--- src/design/u8dv_pkg.sv ---
// Package for the UTF-8 stream decode and validate unit.
// Holds the transaction types, field codes and sizing constants; no dependencies.
package u8dv_pkg;

  // Result queue depth, a power of two of at least 2
  localparam int unsigned FifoDepthDefault = 4;

  localparam logic [20:0] MaxScalar     = 21'h10FFFF;
  localparam logic [20:0] SurrogateLow  = 21'h00D800;
  localparam logic [20:0] SurrogateHigh = 21'h00DFFF;
  localparam logic [20:0] MinTwoByte    = 21'h000080;
  localparam logic [20:0] MinThreeByte  = 21'h000800;
  localparam logic [20:0] MinFourByte   = 21'h010000;

  localparam logic KindCodePoint = 1'b0;
  localparam logic KindVerdict   = 1'b1;

  localparam logic [1:0] VerdictValid     = 2'd0;
  localparam logic [1:0] VerdictTruncated = 2'd1;
  localparam logic [1:0] VerdictInvalid   = 2'd2;

  typedef struct packed {
    logic [7:0] in_byte;
    logic       end_of_string;
  } in_item_t;

  typedef struct packed {
    logic        kind;
    logic [20:0] code_point;
    logic [1:0]  verdict;
    logic [1:0]  missing_bytes;
    logic        run_last;
  } out_item_t;

  // Results produced by one byte, in order: res0 then res1
  typedef struct packed {
    logic [1:0] num;
    out_item_t  res0;
    out_item_t  res1;
  } step_res_t;

endpackage

--- src/design/u8dv_step.sv ---
// Decode step of the UTF-8 stream unit: sequence state registers and the
// per-byte decode, check and verdict logic. Depends on u8dv_pkg.
module u8dv_step (
  input  logic               clk_i,
  input  logic               rst_ni,
  input  logic               fire_i,
  input  u8dv_pkg::in_item_t item_i,
  output u8dv_pkg::step_res_t res_o
);

  logic [1:0]  pend_q, pend_d;
  logic [2:0]  seq_len_q, seq_len_d;
  logic [20:0] part_q, part_d;
  logic        err_q, err_d;

  logic [7:0]  b;
  logic [2:0]  lead_len;
  logic [7:0]  lead_mask;
  logic [20:0] cont_val;
  logic [20:0] min_val;
  logic        cp_bad;
  u8dv_pkg::out_item_t cp_res, vd_res;

  assign b = item_i.in_byte;

  always_comb begin
    if (b[7] == 1'b0) begin
      lead_len = 3'd1;
    end else if (b[7:5] == 3'b110) begin
      lead_len = 3'd2;
    end else if (b[7:4] == 4'b1110) begin
      lead_len = 3'd3;
    end else if (b[7:3] == 5'b11110) begin
      lead_len = 3'd4;
    end else begin
      lead_len = 3'd0;
    end
  end

  assign lead_mask = 8'h7F >> lead_len;
  assign cont_val  = {part_q[14:0], b[5:0]};

  always_comb begin
    unique case (seq_len_q)
      3'd2:    min_val = u8dv_pkg::MinTwoByte;
      3'd3:    min_val = u8dv_pkg::MinThreeByte;
      default: min_val = u8dv_pkg::MinFourByte;
    endcase
  end

  assign cp_bad = (cont_val > u8dv_pkg::MaxScalar) ||
                  ((cont_val >= u8dv_pkg::SurrogateLow) &&
                   (cont_val <= u8dv_pkg::SurrogateHigh)) ||
                  (cont_val < min_val);

  always_comb begin
    pend_d    = pend_q;
    seq_len_d = seq_len_q;
    part_d    = part_q;
    err_d     = err_q;
    cp_res    = '0;
    vd_res    = '0;
    res_o     = '0;

    cp_res.kind = u8dv_pkg::KindCodePoint;

    if (!err_q) begin
      if (pend_q == 2'd0) begin
        if (lead_len == 3'd1) begin
          cp_res.code_point = {13'd0, b};
          res_o.num = 2'd1;
        end else if (lead_len == 3'd0) begin
          err_d     = 1'b1;
          pend_d    = 2'd0;
          seq_len_d = 3'd0;
          part_d    = '0;
        end else begin
          seq_len_d = lead_len;
          pend_d    = 2'(lead_len - 3'd1);
          part_d    = {13'd0, b & lead_mask};
        end
      end else if (b[7:6] != 2'b10) begin
        // broken sequence; this byte is not taken as a new lead
        err_d     = 1'b1;
        pend_d    = 2'd0;
        seq_len_d = 3'd0;
        part_d    = '0;
      end else begin
        part_d = cont_val;
        pend_d = pend_q - 2'd1;
        if (pend_q == 2'd1) begin
          if (cp_bad) begin
            err_d = 1'b1;
          end else begin
            cp_res.code_point = cont_val;
            res_o.num = 2'd1;
          end
          pend_d    = 2'd0;
          seq_len_d = 3'd0;
          part_d    = '0;
        end
      end
    end

    vd_res.kind     = u8dv_pkg::KindVerdict;
    vd_res.run_last = 1'b1;
    if (err_d) begin
      vd_res.verdict = u8dv_pkg::VerdictInvalid;
    end else if (pend_d != 2'd0) begin
      vd_res.verdict       = u8dv_pkg::VerdictTruncated;
      vd_res.missing_bytes = pend_d;
    end else begin
      vd_res.verdict = u8dv_pkg::VerdictValid;
    end

    if (item_i.end_of_string) begin
      if (res_o.num == 2'd1) begin
        res_o.res0 = cp_res;
        res_o.res1 = vd_res;
        res_o.num  = 2'd2;
      end else begin
        res_o.res0 = vd_res;
        res_o.num  = 2'd1;
      end
      // back to reset for the next string
      pend_d    = 2'd0;
      seq_len_d = 3'd0;
      part_d    = '0;
      err_d     = 1'b0;
    end else begin
      cp_res.run_last = 1'b1;
      res_o.res0      = cp_res;
    end
  end

  always_ff @(posedge clk_i or negedge rst_ni) begin
    if (!rst_ni) begin
      pend_q    <= 2'd0;
      seq_len_q <= 3'd0;
      part_q    <= '0;
      err_q     <= 1'b0;
    end else if (fire_i) begin
      pend_q    <= pend_d;
      seq_len_q <= seq_len_d;
      part_q    <= part_d;
      err_q     <= err_d;
    end
  end

endmodule

--- src/design/u8dv_fifo.sv ---
// Result queue of the UTF-8 stream unit: flip-flop FIFO that takes up to
// two entries per cycle, delivers one unless stalled; uses u8dv_pkg.
module u8dv_fifo #(
  parameter int unsigned Depth = u8dv_pkg::FifoDepthDefault
) (
  input  logic                clk_i,
  input  logic                rst_ni,
  input  logic [1:0]          push_num_i,
  input  u8dv_pkg::out_item_t push0_i,
  input  u8dv_pkg::out_item_t push1_i,
  output logic                room2_o,
  output logic                out_valid_o,
  input  logic                out_stall_i,
  output u8dv_pkg::out_item_t out_item_o
);

  localparam int unsigned PtrW = $clog2(Depth);
  localparam int unsigned CntW = $clog2(Depth + 1);

  u8dv_pkg::out_item_t mem_q [Depth];
  logic [PtrW-1:0] head_q, head_d, tail_q, tail_d, tail_nx;
  logic [CntW-1:0] cnt_q, cnt_d;
  logic            pop;

  assign tail_nx     = tail_q + PtrW'(1);
  assign pop         = out_valid_o && !out_stall_i;
  assign out_valid_o = (cnt_q != '0);
  assign out_item_o  = mem_q[head_q];
  assign room2_o     = (cnt_q <= CntW'(Depth - 2));

  always_comb begin
    head_d = pop ? head_q + PtrW'(1) : head_q;
    tail_d = tail_q + PtrW'(push_num_i);
    cnt_d  = cnt_q + CntW'(push_num_i) - CntW'(pop);
  end

  always_ff @(posedge clk_i) begin
    if (push_num_i != 2'd0) begin
      mem_q[tail_q] <= push0_i;
    end
    if (push_num_i == 2'd2) begin
      mem_q[tail_nx] <= push1_i;
    end
  end

  always_ff @(posedge clk_i or negedge rst_ni) begin
    if (!rst_ni) begin
      head_q <= '0;
      tail_q <= '0;
      cnt_q  <= '0;
    end else begin
      head_q <= head_d;
      tail_q <= tail_d;
      cnt_q  <= cnt_d;
    end
  end

endmodule

--- src/design/utf8_stream_decode_validate_unit.sv ---
// Top level of the UTF-8 stream decode and validate unit.
// Uses u8dv_pkg, u8dv_step and u8dv_fifo.
//
//   channel   direction  handshake               payload
//   -------   ---------  ----------------------  ----------------------------
//   input     in         in_valid_i/in_stall_o   in_item_i  (u8dv_pkg::in_item_t)
//   output    out        out_valid_o/out_stall_i out_item_o (u8dv_pkg::out_item_t)
//
// One byte per cycle sustained while the queue has room: a byte lands in the input
// register, is then decoded by the step logic and its zero, one or two results go
// into the result queue, which delivers one result per cycle unless stalled.
// A final byte that also completes a code point gives two results. Reset clears
// the sequence state, the input valid flag and the queue.
// The input stalls only while the queue lacks room for two results.
module utf8_stream_decode_validate_unit #(
  parameter int unsigned FifoDepth = u8dv_pkg::FifoDepthDefault
) (
  input  logic                clk_i,
  input  logic                rst_ni,
  input  logic                in_valid_i,
  output logic                in_stall_o,
  input  u8dv_pkg::in_item_t  in_item_i,
  output logic                out_valid_o,
  input  logic                out_stall_i,
  output u8dv_pkg::out_item_t out_item_o
);

  logic                in_valid_q, in_valid_d;
  u8dv_pkg::in_item_t  in_item_q;
  logic                room2;
  logic                fire;
  logic                in_take;
  u8dv_pkg::step_res_t step_res;
  logic [1:0]          push_num;

  // Decode the held byte once the queue can absorb its worst case.
  assign fire       = in_valid_q && room2;
  assign in_stall_o = in_valid_q && !fire;
  assign in_take    = in_valid_i && !in_stall_o;
  assign push_num   = fire ? step_res.num : 2'd0;

  always_comb begin
    in_valid_d = in_valid_q;
    if (in_take) begin
      in_valid_d = 1'b1;
    end else if (fire) begin
      in_valid_d = 1'b0;
    end
  end

  always_ff @(posedge clk_i or negedge rst_ni) begin
    if (!rst_ni) begin
      in_valid_q <= 1'b0;
    end else begin
      in_valid_q <= in_valid_d;
    end
  end

  // Hold the payload until the transaction has been decoded.
  always_ff @(posedge clk_i) begin
    if (in_take) begin
      in_item_q <= in_item_i;
    end
  end

  u8dv_step u_step (
    .clk_i  (clk_i),
    .rst_ni (rst_ni),
    .fire_i (fire),
    .item_i (in_item_q),
    .res_o  (step_res)
  );

  u8dv_fifo #(
    .Depth (FifoDepth)
  ) u_fifo (
    .clk_i       (clk_i),
    .rst_ni      (rst_ni),
    .push_num_i  (push_num),
    .push0_i     (step_res.res0),
    .push1_i     (step_res.res1),
    .room2_o     (room2),
    .out_valid_o (out_valid_o),
    .out_stall_i (out_stall_i),
    .out_item_o  (out_item_o)
  );

endmodule

--- config.mk ---
export PLATFORM = sky130hd
export DESIGN_NAME = utf8_stream_decode_validate_unit
export DESIGN_NICKNAME = d
export VERILOG_FILES = /design/src/design/u8dv_pkg.sv /design/src/design/u8dv_step.sv /design/src/design/u8dv_fifo.sv /design/src/design/utf8_stream_decode_validate_unit.sv
export SDC_FILE = /design/constraint.sdc
export NUM_CORES = 1
export LEC_CHECK = 0
export BUFFER_PORTS_ARGS = -buffer_cell sky130_fd_sc_hd__buf_4
export CORE_AREA = 2 2 125 127
export CTS_CLUSTER_DIAMETER = 150
export DETAILED_ROUTE_END_ITERATION = 10
export DIE_AREA = 0 0 127 129
export SLEW_MARGIN = 20
export SYNTH_ARGS = -nofsm -noshare
export SYNTH_HDL_FRONTEND = slang
export SYNTH_SLANG_ARGS = --single-unit
--- constraint.sdc ---
create_clock -name clk_i -period 4.9 [get_ports clk_i]
set_clock_uncertainty 0.2 [all_clocks]
set_input_delay 0.49 -clock clk_i [delete_from_list [all_inputs] [get_ports clk_i]]
set_output_delay 0.49 -clock clk_i [all_outputs]
set_load 0.01 [all_outputs]
==> flow_summary.ini, run 1 <==
[global_routing]
gr-total-overflow = 0
grt_pass1_wl_mm = 27.1
antenna_found_initial = 0
grt_max_degree = 70
grt_pass1_vias = 4896
track_usage = 0.217

[routing]
dr.pass1.iters = 5
antenna_left = 0
dr_total_vias = 5024
via_per_inst = 6.43
wl_per_cell_um = 21.4
drc = 0
wirelength_mm = 16.7
drt_iter0_drc = 603

[cells_and_area]
nets = 604
final_area_um2 = 7680
final_common_cell = dfxtp_1
syn2layout_area_growth_pct = 15.4
fin_util = 0.513
diodes = 0
final_cell_mix = 84 x dfxtp_1, 57 x a32o_1, 50 x buf_4, 37 x nand2_1
layout-drive-gt1-share = 0.212

[place]
dp_hpwl_mm = 11.2
portBuffers = 41
gp_congestion = 0.895
placed_area_um2 = 7060

[power_and_ir_drop]
power.total_mw = 4.35
p_leak_nw = 2.96
irDropWorstVdd_v = 0.000288
power_density_nw_per_um2 = 566

[die]
start_util = 0.444
die_y_um = 129
die_width_um = 127
rows = 45
fp.dieArea_um2 = 16400
ioPinCount = 42
core_um2 = 15000

[timing]
maxSlewHeadroom = 0.474
drv_slew = 0
finalCritPeriodShare = 0.858
setup_tns_ns = 0
fmax_ghz = 0.238
worstMarginPinSlew_ns = 0.786
min_period_ns = 4.21
hold_violations = 0
setup_viol = 0
rsz0062_at_grt = false

[clock_tree]
cts_resized = 0
cts.reportedPaths.clkPinSlew_ns = 0.06
clkSinkCount = 146
worstSkewPairLatency_ns = 0.43
cts-root-buf = clkbuf_16
clockBufferDepth = 2
cts_tree = built
cts_buffers = 17
cts-htree-levels = 4
postCtsSetupBuffers = 0

[synthesis]
async_flop_share = 0.199
netlist_area_um2 = 6650
yosysTopAreaCell = dfxtp_1
ys.flop_type = dfxtp_1
syn-num-nets = 581
ys_ff_latch = 146
synthDominantCellAreaShare = 0.253
yosysSeqAreaShare = 0.511
ys_types = 59
synth_cells = 557
synth_edf_count = 33
avgSynthCellArea_um2 = 11.9
synth.area.top_cells = dfxtp_1 25%, edfxtp_1 15%, dfrtp_1 11%, mux4_2 9.1%, a32o_1 8.6%
ys.warnings.count = 0

[run]
cap_violations = 0

[setup_path]
slowest_stage = nor3_4
startpoint_type = flop
path_max_fanout = 16
worstPathArrival_ns = 4.37
required_ns = 5.07
slowest_delay_ns = 0.63
crit_chain = or4_4, o41ai_4, nor2_1, a31oi_1, ha_1, nand2b_1, nand2_1, or2_2, nor3_4, a32o_1
r2r_setup_slack_ns = 0.69
critPathKind = reg -> reg
ff2ff_path_depth = 10
end_kind = flop

[min_path]
min_path_cells = 1
hold_class = in -> reg

[outcome]
status = finished clean
-- final timing paths --
path	from	endpoint
setup / recovery	u_step.part_q[13]$_DFFE_PN0P_	u_fifo.mem_q[3][24]$_SDFFE_PP0P_
hold / removal	in_item_i[4]	in_item_q[4]$_DFFE_PP_
setup reg to reg	u_step.part_q[13]$_DFFE_PN0P_	u_fifo.mem_q[3][24]$_SDFFE_PP0P_
hold reg to reg	u_fifo.mem_q[2][16]$_SDFFE_PP0P_	u_fifo.mem_q[2][16]$_SDFFE_PP0P_
max in group asynchronous	rst_ni	u_fifo.head_q[0]$_DFFE_PN0P_
min in group asynchronous	rst_ni	u_step.part_q[4]$_DFFE_PN0P_
-- metal layers --
| layer | global-route usage | vias up | share of wire |
|---|---|---|---|
| li1 | - | 2261 | - |
| met1 | 0.299 | 2533 | 0.46 |
| met2 | 0.328 | 210 | 0.45 |
| met3 | 0.0632 | 20 | 0.074 |
| met4 | 0.0750 | 0 | 0.018 |
| met5 | 0 | - | 0 |
-- synthesized netlist by cell type, drive strengths merged (2+ instances only) --
library cell	count
nor2	33
nor3	13
dfxtp	84
xnor2	3
inv	15
o221ai	10
or4	2
dfrtp	29
clkbuf	32
a22o	16
edfxtp	33
a221o	18
a32o	57
a21oi	18
nor4	4
buf	15
nand2b	7
nor2b	6
or3	4
nand3	6
mux2i	6
and3	2
nand4b	3
ha	10
o22ai	4
a31oi	2
or2	6
a22oi	6
and2	9
o21ai	7
xor2	3
o211a	4
nand3b	3
nand4	5
a221oi	4
o21a	2
mux4	27
nand2	37
o41ai	2
-- worst max-delay path: cells and delay by family (launching register included) --
family          cells  cell delay, ns
fa+ha+maj           1            0.33
compound gates      3            0.99
flops               1            0.47
simple gates        6            2.15
-- where the power goes --
part	internal (mW)	switching, mW
sequential	1.45	0.311
clock	0.788	0.512
combinational	0.557	0.724
total	2.80	1.55
-- registers in the layout (all words and copies together), names as in the netlist --
signal,cells
u_step.err_q,1
u_step.part_q,15
u_fifo.head_q,2
in_item_q,9
in_valid_q,1
u_fifo.tail_q,2
u_step.pend_q,2
u_step.seq_len_q,3
u_fifo.cnt_q,3
u_fifo.mem_q,108
-- stage by stage --
step	hold WS, ns	cells	setup WS, ns
finish	0.0343	781	0.695
global placement	0.240	748	0.807
floorplan	-0.00559	557	1.23
global route	0.0163	781	0.453
detailed placement	0.245	748	0.723
CTS	0.0201	781	0.706
-- cells by family after synthesis --
logic type,synth area share
buf+inv,0.0397
flops,0.511
fa+ha+maj,0.0218
simple gates,0.114
mux,0.100
xor+xnor,0.00790
compound gates,0.205
-- area by class of cell --
class	instances	area (um2)
fill	1318	7300
sequential	146	3400
multi-input combinational	349	3000
clock buffer	23	509
timing repair buffer	51	385
tap	188	235
clock inverter	9	90.1
inverter	15	56.3
-- what timing repair did --
item	CTS	global route
setup endpoints to repair	0	0
hold endpoints to repair	29	0
hold buffers	1	0
(Power assumes the default switching activity.)
==> inputs of run 2 (changes only) <==
Settings changed: ABC_AREA set to 1, CORE_AREA 2 2 125 127 to 2 2 126 128, CTS_BUF_LIST set to sky130_fd_sc_hd__clkbuf_8, DIE_AREA 0 0 127 129 to 0 0 128 130.
==> run 2 against run 1 <==
Compared with the run above:
- flip-flop and latch count is the same
- via count up 11%
- maximum frequency increased by 6.1%
- final cell count increased by 32%
- synthesized area up 1.1%
- worst hold slack lost 0.011 ns
- worst setup slack better by 0.24 ns
- register-to-register slack gained 0.24 ns
- clock power shrank 27%
- sequential share of layout area is 0.51 points higher
- power up 7.2%
- critical path type unchanged
- highest routed layer unchanged
==> flow_summary.ini, run 2 <==
[setup_path]
required_ns = 5.09
worstPathArrival_ns = 4.15
end_kind = flop
startpoint_type = flop
critPathKind = reg -> reg
path_max_fanout = 24

[clock_tree]
clkSinkCount = 146
cts-htree-levels = 4
cts.reportedPaths.clkPinSlew_ns = 0.08
clockBufferDepth = 2
cts-root-buf = clkbuf_8
cts_hold_buffers = 9
cts_buffers = 17
postCtsSetupBuffers = 0
worstSkewPairLatency_ns = 0.45
cts_tree = built
cts_resized = 0

[global_routing]
grt_pass1_wl_mm = 27.9
gr-total-overflow = 0
track_usage = 0.218
grt_pass1_vias = 5473
grt_max_degree = 57
antenna_found_initial = 0

[place]
portBuffers = 41
preCtsSetupSlack_ns = 0.952
gp_congestion = 0.852
dp.cells = 988
dp_hpwl_mm = 11.3
placed_area_um2 = 7090

[die]
die_width_um = 128
rows = 46
die_y_um = 130
fp.dieArea_um2 = 16600
start_util = 0.436
ioPinCount = 42
core_um2 = 15400

[cells_and_area]
largest_reg_flops = 108
layout-drive-gt1-share = 0.188
nets = 848
fill_cells = 1481
final_common_cell = nand2_1
diodes = 0
top_regs = u_fifo.mem_q: 108 flops, u_step.part_q: 15 flops, in_item_q: 9 flops
top_register = u_fifo.mem_q
multiInputGateArea_um2 = 2830
final_cell_mix = 131 x nand2_1, 110 x o21ai_0, 84 x dfxtp_1, 77 x nor2_1, 51 x inv_1
syn2layout_area_growth_pct = 12.8
final_area_um2 = 7580
fin_util = 0.492
seq_area_um2 = 3400
fin_cells = 1029

[timing]
hold_ws_ns = 0.0237
rsz0062_at_grt = false
worstMarginPinSlew_ns = 0.951
maxSlewHeadroom = 0.365
setup_tns_ns = 0
fmax_ghz = 0.252
layout_setup_ws_ns = 0.938
min_period_ns = 3.96
hold_violations = 0
finalCritPeriodShare = 0.809
setup_viol = 0
drv_slew = 0

[routing]
drc = 0
wl_per_cell_um = 16.6
wirelength_mm = 17.1
dr_total_vias = 5560
drt_iter0_drc = 492
antenna_left = 0
dr.pass1.iters = 5
via_per_inst = 5.40

[synthesis]
synthDominantCellAreaShare = 0.250
synth_edf_count = 33
yosysSeqAreaShare = 0.505
ys.warnings.count = 0
synth.area.top_cells = dfxtp_1 25%, edfxtp_1 15%, dfrtp_1 11%, o21ai_0 8.2%, nand2_1 7.3%
ys_types = 44
ys.flop_type = dfxtp_1
syn-num-nets = 811
ys_ff_latch = 146
yosysMostFrequentCell = nand2_1
async_flop_share = 0.199
netlist_area_um2 = 6720
synth_common_cells = 131 x nand2_1, 110 x o21ai_0, 84 x dfxtp_1
yosysTopAreaCell = dfxtp_1
avgSynthCellArea_um2 = 8.54
synth_cells = 787

[power_and_ir_drop]
power.total_mw = 4.66
irDropWorstVdd_v = 0.000306
power_density_nw_per_um2 = 614
p_leak_nw = 3.05

[min_path]
hold_class = in -> reg

[run]
cap_violations = 0

[outcome]
status = finished clean
==> run 2: per-layer routing <==
layer / GRT usage / vias up / routed length [um]
li1: - / 2715 / -
met1: 0.282 / 2654 / 7790
met2: 0.367 / 164 / 8150
met3: 0.0484 / 27 / 893
met4: 0.0685 / 0 / 253
met5: 0 / - / 0
==> run 2: worst max-delay path, cell delays in order, from the launching register on <==
cell and delay, ns:
dfrtp_1 0.38, nor2_1 0.18, nand2_1 0.08, ha_1 0.30, inv_1 0.07, nor2_1 0.04
a21oi_1 0.12, nand2_1 0.07, nand2_1 0.07, nand2_2 0.07, nand3_2 0.11, nand2_2 0.10
nand2_2 0.11, inv_2 0.08, ha_1 0.24, inv_1 0.16, nor2_8 0.08, nor2_8 0.16
nor3_4 0.08, inv_4 0.29, nand2_2 0.20, inv_2 0.48, nand2_1 0.12, o21ai_1 0.10
==> run 2: cells by family after synthesis <==
group / Yosys count / share of synthesized area
AOI/OAI and AO/OA: 218 / 0.180
xor gates and xnor gates: 6 / 0.00782
adders and majority gates: 11 / 0.0216
buffers and inverters: 108 / 0.0735
DFF: 146 / 0.505
and+or+nand+nor: 298 / 0.211
==> run 2: final timing paths <==
path                                                    end  depth (start not counted)                        startpoint  slack, ns
setup / recovery            u_fifo.mem_q[1][6]$_SDFFE_PP0P_                         23   u_step.seq_len_q[2]$_DFFE_PN0P_       0.94
hold / removal                       in_item_q[0]$_DFFE_PP_                          1                      in_item_i[0]       0.02
setup reg to reg            u_fifo.mem_q[1][6]$_SDFFE_PP0P_                         23   u_step.seq_len_q[2]$_DFFE_PN0P_       0.94
hold reg to reg            u_fifo.mem_q[1][10]$_SDFFE_PP0P_                          2  u_fifo.mem_q[1][10]$_SDFFE_PP0P_       0.26
max in group asynchronous        u_fifo.tail_q[0]$_DFF_PN0_                          2                            rst_ni       3.91
min in group asynchronous   u_step.seq_len_q[2]$_DFFE_PN0P_                          2                            rst_ni       0.30
==> run 2: power by group <==
part	switching, mW	internal (mW)	total, mW
registers	0.145	1.46	1.61
clock network	0.452	0.501	0.953
logic	1.39	0.708	2.10
total	1.99	2.67	4.66
==> run 2: final cells by class <==
type,instances,share of cell area
flip-flops and latches,146,0.448
multi-input cells,533,0.373
repair buffers,56,0.0584
clock buffers,21,0.0381
inverters,70,0.0360
well taps,192,0.0317
clock inverters,11,0.0145
==> inputs of run 3 (changes only) <==
Clock period 4.9 ns to 3.6 ns, I/O delays scaled along.
==> run 3 against run 2 <==
Compared with the run above:
- core utilization up 1.8 points
- global-route usage is 0.29 points lower
- combinational power rose by 43%
- non-clock buffer count up 19
- critical path type unchanged
- sequential share of layout area shrank 1.5 points
- clock-buffer cell count is 1 lower
- power rose by 41%
- highest routed layer unchanged
- worst setup slack got worse by 0.70 ns
==> flow_summary.ini, run 3 (synthesis results as in run 2) <==
[place]
dp_hpwl_mm = 11.4
placed_area_um2 = 7200
portBuffers = 41
preCtsSetupSlack_ns = 0.0406
dp.cells = 999
gp_congestion = 0.900

[outcome]
status = finished clean

[cells_and_area]
top_register = u_fifo.mem_q
largest_reg_flops = 108
layout-drive-gt1-share = 0.208
final_area_um2 = 7860
fin_cells = 1048
final_common_cell = nand2_1
syn2layout_area_growth_pct = 16.8
nets = 867
diodes = 0
final_cell_mix = 131 x nand2_1, 109 x o21ai_0, 84 x dfxtp_1, 76 x nor2_1, 62 x buf_4
top_regs = u_fifo.mem_q: 108 flops, u_step.part_q: 15 flops, in_item_q: 9 flops

[timing]
layout_setup_ws_ns = 0.236
setup_tns_ns = 0
worstMarginPinSlew_ns = 0.932
fmax_ghz = 0.297
min_period_ns = 3.36
maxSlewHeadroom = 0.375
finalCritPeriodShare = 0.934
hold_violations = 0
drv_slew = 0
setup_viol = 0

[global_routing]
grt_pass1_vias = 5368
gr-total-overflow = 0
antenna_found_initial = 0
track_usage = 0.215
grt_max_degree = 57
grt_pass1_wl_mm = 27.6

[die]
core_um2 = 15400
ioPinCount = 42
die_width_um = 128
die_y_um = 130
rows = 46
start_util = 0.436
fp.dieArea_um2 = 16600

[run]
cap_violations = 0

[setup_path]
worstPathArrival_ns = 3.54
critPathKind = reg -> reg
path_max_fanout = 4
startpoint_type = flop
end_kind = flop
required_ns = 3.78

[clock_tree]
worstSkewPairLatency_ns = 0.45
cts_buffers = 17
cts-root-buf = clkbuf_8
clkSinkCount = 146
clockBufferDepth = 2
cts_tree = built
cts-htree-levels = 4
cts.reportedPaths.clkPinSlew_ns = 0.08

[routing]
drc = 0
drt_iter0_drc = 516
dr.pass1.iters = 5
wirelength_mm = 17.1
dr_total_vias = 5644
wl_per_cell_um = 16.3
antenna_left = 0
via_per_inst = 5.39

[power_and_ir_drop]
power.total_mw = 6.58
power_density_nw_per_um2 = 837
irDropWorstVdd_v = 0.000354
p_leak_nw = 3.17

[min_path]
hold_class = in -> reg
==> run 3: layer usage <==
metal | routed length (um) | up-vias | global-route usage | share of wire
met5 | 0 | - | 0 | 0
li1 | - | 2759 | - | -
met2 | 8030 | 163 | 0.356 | 0.47
met4 | 293 | 0 | 0.0750 | 0.017
met1 | 7920 | 2697 | 0.284 | 0.46
met3 | 807 | 25 | 0.0414 | 0.047
==> run 3: final timing paths <==
path	start	slack (ns)	endpoint	depth (start not counted)
min reg2reg	u_fifo.mem_q[3][10]$_SDFFE_PP0P_	0.26	u_fifo.mem_q[3][10]$_SDFFE_PP0P_	2
max reg2reg	u_step.seq_len_q[2]$_DFFE_PN0P_	0.24	u_fifo.cnt_q[2]$_DFF_PN0_	21
max	u_step.seq_len_q[2]$_DFFE_PN0P_	0.24	u_fifo.cnt_q[2]$_DFF_PN0_	21
max in group asynchronous	rst_ni	2.73	u_step.part_q[6]$_DFFE_PN0P_	2
min in group asynchronous	rst_ni	0.18	u_fifo.head_q[1]$_DFFE_PN0P_	2
min	out_stall_i	0.08	u_fifo.head_q[0]$_DFFE_PN0P_	3
==> run 3: cell type report <==
| cell class | count | area, um2 |
|---|---|---|
| tap | 192 | 240 |
| sequential | 146 | 3400 |
| clock inverter | 12 | 164 |
| multi-input combinational | 533 | 2880 |
| inverter | 70 | 278 |
| clock buffer | 20 | 275 |
| timing repair buffer | 75 | 616 |
| fill | 1436 | 7570 |
==> run 3: stage by stage <==
| stage | utilization | hold WS, ns |
|---|---|---|
| floorplan | - | -0.136 |
| global placement | 0.467 | 0.117 |
| detailed placement | 0.467 | 0.120 |
| CTS | 0.503 | 0.0535 |
| global route | 0.509 | 0.0713 |
| finish | 0.509 | 0.0775 |
==> run 3: where the power goes <==
part	total (mW)	switching, mW	internal (mW)
registers	2.18	0.189	1.99
logic	3.00	1.94	1.06
clock network	1.40	0.600	0.802
==> run 3: worst max-delay path, cell delays in order (launching register included) <==
cell	delay [ns]
dfrtp_1	0.41
nor2_4	0.13
nand2_1	0.06
ha_1	0.29
nand2_1	0.05
nor2_1	0.09
nand2_1	0.06
nand2_1	0.05
nand2_1	0.05
nand2_2	0.10
nand3_4	0.10
nand2_4	0.10
nand2_2	0.09
inv_2	0.07
ha_2	0.17
inv_2	0.06
nor2_8	0.13
inv_1	0.09
ha_4	0.22
fa_1	0.42
xnor2_1	0.19
xor2_1	0.16
==> run 3: timing repair <==
| action | CTS | global route |
|---|---|---|
| endpoints found under the setup margin | 0 | 98 |
| gates resized for setup | 0 | 15 |
| hold endpoints to repair | 39 | 0 |
| hold buffers | 11 | 0 |
| buffers inserted | 0 | 6 |
